### src/rtl/lfp_pkg.sv
// ----------------------------------------------------------------------------
// lfp_pkg
// Shared types and constants for the length-prefixed frame parser.
// ----------------------------------------------------------------------------
package lfp_pkg;

  localparam int MAX_PAYLOAD_DEF = 4096;
  localparam int HDR_BYTES       = 12;
  localparam int HDR_FRONT_BYTES = 8;
  localparam int MAXLEN_W        = 13;
  localparam int ADDR_W          = 4;
  localparam int DATA_W          = 32;

  localparam logic [31:0]         MAGIC_RST   = 32'h5350_4152;
  localparam logic [15:0]         VERSION_RST = 16'd2;
  localparam logic [15:0]         RESP_RST    = 16'h8000;
  localparam logic [MAXLEN_W-1:0] MAXLEN_RST  = 13'd4096;

  // register indexes (paddr[3:2])
  localparam logic [1:0] REG_MAGIC   = 2'd0;
  localparam logic [1:0] REG_VERSION = 2'd1;
  localparam logic [1:0] REG_RESP    = 2'd2;
  localparam logic [1:0] REG_MAXLEN  = 2'd3;

  typedef enum logic [1:0] {
    KIND_BYTE  = 2'd0,
    KIND_EMPTY = 2'd1,
    KIND_ERROR = 2'd2
  } kind_t;

  typedef struct packed {
    logic [7:0] rx_byte;
    logic       restart;
  } item_t;

  typedef struct packed {
    kind_t      kind;
    logic [7:0] data;
    logic       last;
  } res_t;

  typedef struct packed {
    logic [31:0]         magic;
    logic [15:0]         version;
    logic [15:0]         command;
    logic [MAXLEN_W-1:0] max_length;
  } cfg_t;

endpackage

### src/rtl/lfp_parse.sv
// ----------------------------------------------------------------------------
// lfp_parse
// Header/payload state and per-byte result decode of the frame parser.
// ----------------------------------------------------------------------------
module lfp_parse #(
  parameter int MAX_PAYLOAD = lfp_pkg::MAX_PAYLOAD_DEF
) (
  input  logic          clk,
  input  logic          rst,
  input  logic          take,
  input  lfp_pkg::item_t item,
  input  lfp_pkg::cfg_t  cfg,
  output logic          res_valid,
  output lfp_pkg::res_t  res
);

  localparam int LEN_W = $clog2(MAX_PAYLOAD + 1);
  localparam int LIM_W = (LEN_W > lfp_pkg::MAXLEN_W) ? LEN_W : lfp_pkg::MAXLEN_W;
  localparam logic [LIM_W-1:0] CAP        = LIM_W'(MAX_PAYLOAD);
  localparam logic [3:0]       HDR_LAST   = 4'(lfp_pkg::HDR_BYTES - 1);
  localparam logic [3:0]       FRONT_BYTES = 4'(lfp_pkg::HDR_FRONT_BYTES);

  typedef enum logic [1:0] {
    PH_HEADER  = 2'd0,
    PH_PAYLOAD = 2'd1,
    PH_HALTED  = 2'd2
  } phase_t;

  phase_t           phase;
  logic [3:0]       hdr_count;
  logic [63:0]      hdr_front;
  logic [31:0]      len_word;
  logic [LEN_W-1:0] bytes_left;

  logic [31:0]      len_full;
  logic [LIM_W-1:0] ml_ext;
  logic [LIM_W-1:0] limit;
  logic             hdr_done;
  logic             hdr_bad;
  logic             pay_last;

  always_comb begin
    len_full = {len_word[23:0], item.rx_byte};
    ml_ext   = LIM_W'(cfg.max_length);
    limit    = (ml_ext > CAP) ? CAP : ml_ext;
    hdr_done = (phase == PH_HEADER) && (hdr_count == HDR_LAST);
    hdr_bad  = (hdr_front[63:32] != cfg.magic) ||
               (hdr_front[31:16] != cfg.version) ||
               (hdr_front[15:0] != cfg.command) ||
               (len_full > 32'(limit));
    pay_last = (bytes_left <= LEN_W'(1));

    res_valid = 1'b0;
    res.kind  = lfp_pkg::KIND_BYTE;
    res.data  = 8'd0;
    res.last  = 1'b0;
    if (!item.restart) begin
      case (phase)
        PH_PAYLOAD: begin
          res_valid = 1'b1;
          res.data  = item.rx_byte;
          res.last  = pay_last;
        end
        PH_HEADER: begin
          if (hdr_done) begin
            res.last = 1'b1;
            if (hdr_bad) begin
              res_valid = 1'b1;
              res.kind  = lfp_pkg::KIND_ERROR;
            end else if (len_full == 32'd0) begin
              res_valid = 1'b1;
              res.kind  = lfp_pkg::KIND_EMPTY;
            end
          end
        end
        default: ;
      endcase
    end
  end

  always_ff @(posedge clk) begin
    if (rst) begin
      phase      <= PH_HEADER;
      hdr_count  <= 4'd0;
      bytes_left <= '0;
    end else if (take) begin
      if (item.restart) begin
        phase      <= PH_HEADER;
        hdr_count  <= 4'd0;
        bytes_left <= '0;
      end else begin
        case (phase)
          PH_HEADER: begin
            if (hdr_done) begin
              hdr_count <= 4'd0;
              if (hdr_bad) begin
                phase <= PH_HALTED;
              end else if (len_full != 32'd0) begin
                // length already bounded by limit, so it fits
                bytes_left <= len_full[LEN_W-1:0];
                phase      <= PH_PAYLOAD;
              end
            end else begin
              hdr_count <= hdr_count + 4'd1;
            end
          end
          PH_PAYLOAD: begin
            if (bytes_left != '0) begin
              bytes_left <= bytes_left - LEN_W'(1);
            end
            if (pay_last) begin
              phase <= PH_HEADER;
            end
          end
          default: ;
        endcase
      end
    end
  end

  // header shift registers; fully refilled before every check
  always_ff @(posedge clk) begin
    if (take && !item.restart && (phase == PH_HEADER)) begin
      if (hdr_count < FRONT_BYTES) begin
        hdr_front <= {hdr_front[55:0], item.rx_byte};
      end else begin
        len_word <= len_full;
      end
    end
  end

  a_payload_nonzero: assert property (@(posedge clk) disable iff (rst)
    (phase == PH_PAYLOAD) |-> (bytes_left != '0))
    else $error("payload phase with no bytes left");

  a_hdr_count_range: assert property (@(posedge clk) disable iff (rst)
    hdr_count <= HDR_LAST)
    else $error("header count past last header byte");

  a_hdr_count_idle: assert property (@(posedge clk) disable iff (rst)
    (phase != PH_HEADER) |-> (hdr_count == 4'd0))
    else $error("header count left over outside header phase");

endmodule

### src/rtl/lfp_skid.sv
// ----------------------------------------------------------------------------
// lfp_skid
// Two-entry result buffer: output register plus one skid entry.
// ----------------------------------------------------------------------------
module lfp_skid (
  input  logic          clk,
  input  logic          rst,
  input  logic          push,
  input  lfp_pkg::res_t  push_data,
  output logic          space,
  output logic          res_valid,
  input  logic          res_ready,
  output lfp_pkg::res_t  res
);

  logic          skid_valid;
  lfp_pkg::res_t skid_data;
  logic          main_free;

  assign main_free = !res_valid || res_ready;
  assign space     = !skid_valid;

  always_ff @(posedge clk) begin
    if (rst) begin
      res_valid  <= 1'b0;
      skid_valid <= 1'b0;
    end else if (main_free) begin
      if (skid_valid) begin
        res_valid  <= 1'b1;
        skid_valid <= 1'b0;
      end else begin
        res_valid <= push;
      end
    end else if (push) begin
      skid_valid <= 1'b1;
    end
  end

  always_ff @(posedge clk) begin
    if (main_free) begin
      if (skid_valid) begin
        res <= skid_data;
      end else if (push) begin
        res <= push_data;
      end
    end else if (push) begin
      skid_data <= push_data;
    end
  end

  a_no_push_full: assert property (@(posedge clk) disable iff (rst)
    push |-> !skid_valid)
    else $error("beat pushed into full result buffer");

  a_skid_behind_main: assert property (@(posedge clk) disable iff (rst)
    skid_valid |-> res_valid)
    else $error("skid entry held while output register empty");

endmodule

### src/rtl/length_prefixed_frame_parser_top.sv
// ----------------------------------------------------------------------------
// length_prefixed_frame_parser_top
// Splits a received byte stream into length-prefixed response frames.
// ----------------------------------------------------------------------------
// Input channel (item_valid/item_ready/item): one received byte per beat, or a
// restart beat that clears the parser and drops its byte.
// Output channel (res_valid/res_ready/res): payload bytes with last on the
// final one, one empty-frame beat for a zero-length frame, or one error beat
// when a header fails its check; after an error all bytes are dropped until a
// restart beat.
// APB port: magic, version, response command and length limit registers, to be
// written by the user only while the stream is quiet; not enforced in the block.
// A result is registered when the byte that causes it is taken. Throughput:
// one byte per clock while item_ready is high; the header check is one 32-bit
// compare and three equality tests in the same cycle as the byte.
// Stall: item_ready stays high while res_ready is low until a second result
// beat has to wait behind the held one; that beat goes to the skid entry and
// item_ready drops until the output register is accepted and frees the skid.
// Reset: registers return to their defaults, the parser waits for a header,
// the result buffer is empty. No clearing pass is needed.
// ----------------------------------------------------------------------------
module length_prefixed_frame_parser_top #(
  parameter int MAX_PAYLOAD = lfp_pkg::MAX_PAYLOAD_DEF
) (
  input  logic                       clk,
  input  logic                       rst,
  input  logic                       item_valid,
  output logic                       item_ready,
  input  lfp_pkg::item_t              item,
  output logic                       res_valid,
  input  logic                       res_ready,
  output lfp_pkg::res_t               res,
  input  logic                       psel,
  input  logic                       penable,
  input  logic                       pwrite,
  input  logic [lfp_pkg::ADDR_W-1:0] paddr,
  input  logic [lfp_pkg::DATA_W-1:0] pwdata,
  output logic [lfp_pkg::DATA_W-1:0] prdata,
  output logic                       pready
);

  lfp_pkg::cfg_t cfg;
  lfp_pkg::res_t dec_res;
  logic          dec_valid;
  logic          take;
  logic          wr_en;
  logic [1:0]    reg_idx;

  assign pready  = 1'b1;
  assign wr_en   = psel && penable && pwrite && pready;
  assign reg_idx = paddr[3:2];
  assign take    = item_valid && item_ready;

  always_ff @(posedge clk) begin
    if (rst) begin
      cfg.magic      <= lfp_pkg::MAGIC_RST;
      cfg.version    <= lfp_pkg::VERSION_RST;
      cfg.command    <= lfp_pkg::RESP_RST;
      cfg.max_length <= lfp_pkg::MAXLEN_RST;
    end else if (wr_en) begin
      case (reg_idx)
        lfp_pkg::REG_MAGIC:   cfg.magic      <= pwdata;
        lfp_pkg::REG_VERSION: cfg.version    <= pwdata[15:0];
        lfp_pkg::REG_RESP:    cfg.command    <= pwdata[15:0];
        lfp_pkg::REG_MAXLEN:  cfg.max_length <= pwdata[lfp_pkg::MAXLEN_W-1:0];
        default: ;
      endcase
    end
  end

  always_comb begin
    case (reg_idx)
      lfp_pkg::REG_MAGIC:   prdata = cfg.magic;
      lfp_pkg::REG_VERSION: prdata = lfp_pkg::DATA_W'(cfg.version);
      lfp_pkg::REG_RESP:    prdata = lfp_pkg::DATA_W'(cfg.command);
      lfp_pkg::REG_MAXLEN:  prdata = lfp_pkg::DATA_W'(cfg.max_length);
      default:              prdata = '0;
    endcase
  end

  lfp_parse #(
    .MAX_PAYLOAD(MAX_PAYLOAD)
  ) u_parse (
    .clk       (clk),
    .rst       (rst),
    .take      (take),
    .item      (item),
    .cfg       (cfg),
    .res_valid (dec_valid),
    .res       (dec_res)
  );

  lfp_skid u_skid (
    .clk       (clk),
    .rst       (rst),
    .push      (take && dec_valid),
    .push_data (dec_res),
    .space     (item_ready),
    .res_valid (res_valid),
    .res_ready (res_ready),
    .res       (res)
  );

endmodule
### config.mk
export PLATFORM = sky130hd
export DESIGN_NAME = length_prefixed_frame_parser_top
export DESIGN_NICKNAME = d
export VERILOG_FILES = /design/src/rtl/lfp_pkg.sv /design/src/rtl/lfp_parse.sv /design/src/rtl/lfp_skid.sv /design/src/rtl/length_prefixed_frame_parser_top.sv
export SDC_FILE = /design/constraint.sdc
export NUM_CORES = 1
export LEC_CHECK = 0
export CORE_MARGIN = 2
export CORE_UTILIZATION = 60
export CTS_BUF_LIST = sky130_fd_sc_hd__clkbuf_8
export DETAILED_ROUTE_END_ITERATION = 16
export DONT_BUFFER_PORTS = 1
export GPL_ROUTABILITY_DRIVEN = 0
export PLACE_DENSITY = 0.78
export SLEW_MARGIN = 20
export SYNTH_ARGS = -nofsm -noshare
export SYNTH_HDL_FRONTEND = slang
export SYNTH_SLANG_ARGS = --single-unit
export TNS_END_PERCENT = 30
### constraint.sdc
create_clock -name clk -period 4 [get_ports clk]
set_input_delay 0.2 -clock clk [delete_from_list [all_inputs] [get_ports clk]]
set_output_delay 0.2 -clock clk [all_outputs]
set_load 0.005 [all_outputs]
==> summary.md <==
| Metric | Value |
|---|---|
| Pin count of the biggest net entering global routing | 72 |
| Syn nets | 925 |
| Port bufs | 0 |
| Max FO, Critical Path | 13 |
| GRT Resource Usage Total | 0.298 |
| Num rows | 45 |
| Clk_lat worst skew | 0.53 ns |
| Synthesized-area fraction occupied by adder cells | 0.0219 |
| Setup violators final | 0 |
| Violation count after the first detailed-routing iteration | 580 |
| DR pass1 iterations | 5 |
| Top-Level Pins | 98 |
| CTS Buffer Depth | 3 |
| Setup WS pre-CTS | 0.620 ns |
| Worst flop-to-flop path startpoint | cfg[12]$_SDFFE_PP1P_ |
| Layout area overhead | 14.3% |
| Initial antenna violation count | 0 |
| Post-synthesis simple-gate area fraction | 0.176 |
| Crit. End Element | flop |
| Die H | ~130 µm |
| Cells on worst reg2reg path | 11 |
| Worst hold slack | 0.0361 ns |
| Critical hold path startpoint | rst |
| CP Launch Type | flop |
| Final period util | 0.858 |
| PwrDens | around 430 nW/µm² |
| Largest stage delay on the critical path | 0.40 ns |
| Max Slew Vio Count | 0 |
| Fraction of registers with async set/reset | 0 |
| Drt total wl | 23500 µm |
| Core area | 15000 µm² |
| Number of cells on the worst hold path | 2 |
| R2R Path End | u_skid.skid_data[6]$_DFFE_PP_ |
| XOR/XNOR Fraction of Synth Area | 0.0671 |
| Num CTS Buffers | 34 |
| PostCTS Resize Cnt | 0 |
| Die area | 16200 µm² |
| Worst endpoint required time | 4.22 ns |
| Root Buffer | clkbuf_8 |
| DR vias/cell | a little over 6 |
| Syn. warnings | 0 |
| Min cycle time layout | 3.43 ns |
| Vias | 6921 |
| Ranking of synthesized cells by area | edfxtp_1, dfxtp_1, nand2_1 |
| Post-CTS Setup Repair Bufs | 0 |
| H-tree Lvls | 2 |
| Hold EP | cfg[27]$_SDFFE_PP0P_ |
| Leading cell type in the layout, fill and taps excluded | nand2_1 |
| Max cap viols | 0 |
| Arrival @ worst endpoint | approximately 3.7 ns |
| CTS tree | yes |
| Placed insts | 1009 |
| RSZ-0062 raised after global routing | false |
| GRT Residual Overflow | 0 |
| P_leak | 3.52 nW |
| Outcome | finished, final reports clean |
| Critical path class | flop to flop |
| Routed wire per std cell | between 20 and 25 µm |
| Achievable frequency | 291 MHz |
| Crit-path cells | inv_1, nand2_1, ha_1, nand3_1, or3_4, a211o_1, a21oi_1, nor3_2, a311o_1, nor2_1, buf_4 |
| Max-slew headroom | 0.333 |
| Overall power | 4.49 mW |
| DP Area | a little over 9000 µm² |
| Worst setup slack after layout | about 0.57 ns |
| Class of the worst hold path | input port to flop |
| Number of global-route vias before repair | 7098 |
| Fillers | 1046 |
| Main combinational cell family by area after synthesis | simple AND/OR/NAND/NOR gates |
| Total of hold buffers inserted after clock tree synthesis | between 40 and 50 |
| Final Hold Violating Endpoints | 0 |
| Netlist cell types | 48 |
| Syn Area/Cell | ~11 µm² |
| Worst-path clk slew | 0.06 ns |
| Count of state elements after synthesis | about 210 |
| CP max-delay cell | or3_4 |
| Routed Antenna Nets | 0 |
| VDD IR-drop max | 255 µV |
| Initial Util | 0.608 |
| Drt drc | 0 |
| Cells after synthesis | around 860 |
| Yosys top cell area share | 0.362 |
| Mapped Area | 9140 µm² |
| Fin area | 10400 µm² |
| Hpwl dp | 15200 µm |
| First-pass GRT wire length | 37600 µm |
| Setup TNS | 0 ns |
| ANT cells | 0 |
| Fin util | 0.695 |
| Sequential area share after synthesis | 0.576 |
| Reg2reg setup slack | 0.57 ns |
| Synth Area in Compound Gates | 0.0783 |
| Yosys top cell by area | edfxtp_1 |
| Die Wd | 127 µm |
| Top FF cell, synth | edfxtp_1 |
| Commonest non-fill, non-tap cells in the layout | nand2_1, edfxtp_1, dfxtp_1, a21oi_1, xnor2_1 |
| Final nets | between 900 and 1000 |
| Mux cell area share after synthesis | 0.0574 |
| Finished Layout Cells | 1115 |
| Worst-margin pin slew | 0.995 ns |
| Share of cells above drive strength 1 | 0.0939 |
| Post-synth EDFFs | 110 |
| Clock Skews | 0.0253 ns |
| Clock sinks | 208 |
where the power goes:
part           switching [mW]  internal, mW  total [mW]
sequential             0.0355          2.29        2.32
clock                   0.820          1.10        1.92
combinational           0.141         0.107       0.248
layout make-up:
cell class | count | area (µm²) | share of cell area
clock buffer | 40 | 551 | 0.0527
timing repair buffer | 52 | 520 | 0.0498
inverter | 9 | 33.8 | 0.00323
sequential | 208 | 5270 | 0.504
clock inverter | 21 | 161 | 0.0155
tap | 188 | 235 | 0.0225
multi-input combinational | 597 | 3680 | 0.352
Yosys cell counts, types with 14 or more instances:
cell / n
and2_1: 25
a21oi_1: 79
nand4_1: 19
edfxtp_1: 110
dfxtp_1: 98
xnor2_1: 69
nor2_1: 22
o211ai_1: 15
nor4_1: 14
nand3_1: 22
nand2_1: 205
clkbuf_1: 37
ha_1: 16
flip-flops by register name (all words and copies together) (netlist names):
name                flops
u_parse.hdr_count       4
u_parse.phase           2
u_skid.res             11
u_skid.skid_valid       1
u_parse.bytes_left     13
u_parse.hdr_front      64
u_parse.len_word       24
u_skid.res_valid        1
cfg                    77
u_skid.skid_data       11
layer usage:
metal  part of all wire  up-vias  GRT usage
li1                   -     3127          -
met1               0.37     3289      0.366
met2               0.48      418      0.487
met3              0.095       87     0.0762
met4              0.050        0      0.160
met5                  0        -          0
kinds of logic (layout without fill, tap and decap cells):
family / Yosys count / count (layout)
muxes: 35 / 35
xor gates and xnor gates: 70 / 70
other: 1 / 1
AOI/OAI and AO/OA: 124 / 124
DFF: 208 / 208
buffers and inverters: 52 / 122
adders and majority gates: 16 / 16
and+or+nand+nor: 351 / 351
worst max-delay path, delay by kind of cell, from the launching register on:
family	cells	cell delay, ns
adder cells (fa/ha/maj)	1	0.32
buffers and inverters	2	0.53
flip-flops	1	0.34
AND/OR/NAND/NOR	5	1.17
AO/OA/AOI/OAI	3	0.77
how the worst max path moves through the flow:
stage / start / to / cells after the start
after floorplan: cfg[12]$_SDFFE_PP1P_ / u_skid.res[0]$_DFFE_PP_ / 11
after global placement: cfg[12]$_SDFFE_PP1P_ / u_skid.skid_data[0]$_DFFE_PP_ / 11
after detailed placement: cfg[12]$_SDFFE_PP1P_ / u_skid.skid_data[3]$_DFFE_PP_ / 11
after CTS: cfg[12]$_SDFFE_PP1P_ / u_skid.skid_data[9]$_DFFE_PP_ / 11
after global routing: cfg[12]$_SDFFE_PP1P_ / u_skid.skid_data[6]$_DFFE_PP_ / 11
final: cfg[12]$_SDFFE_PP1P_ / u_skid.skid_data[6]$_DFFE_PP_ / 11
Note: power is estimated with default switching activity, not from simulation.
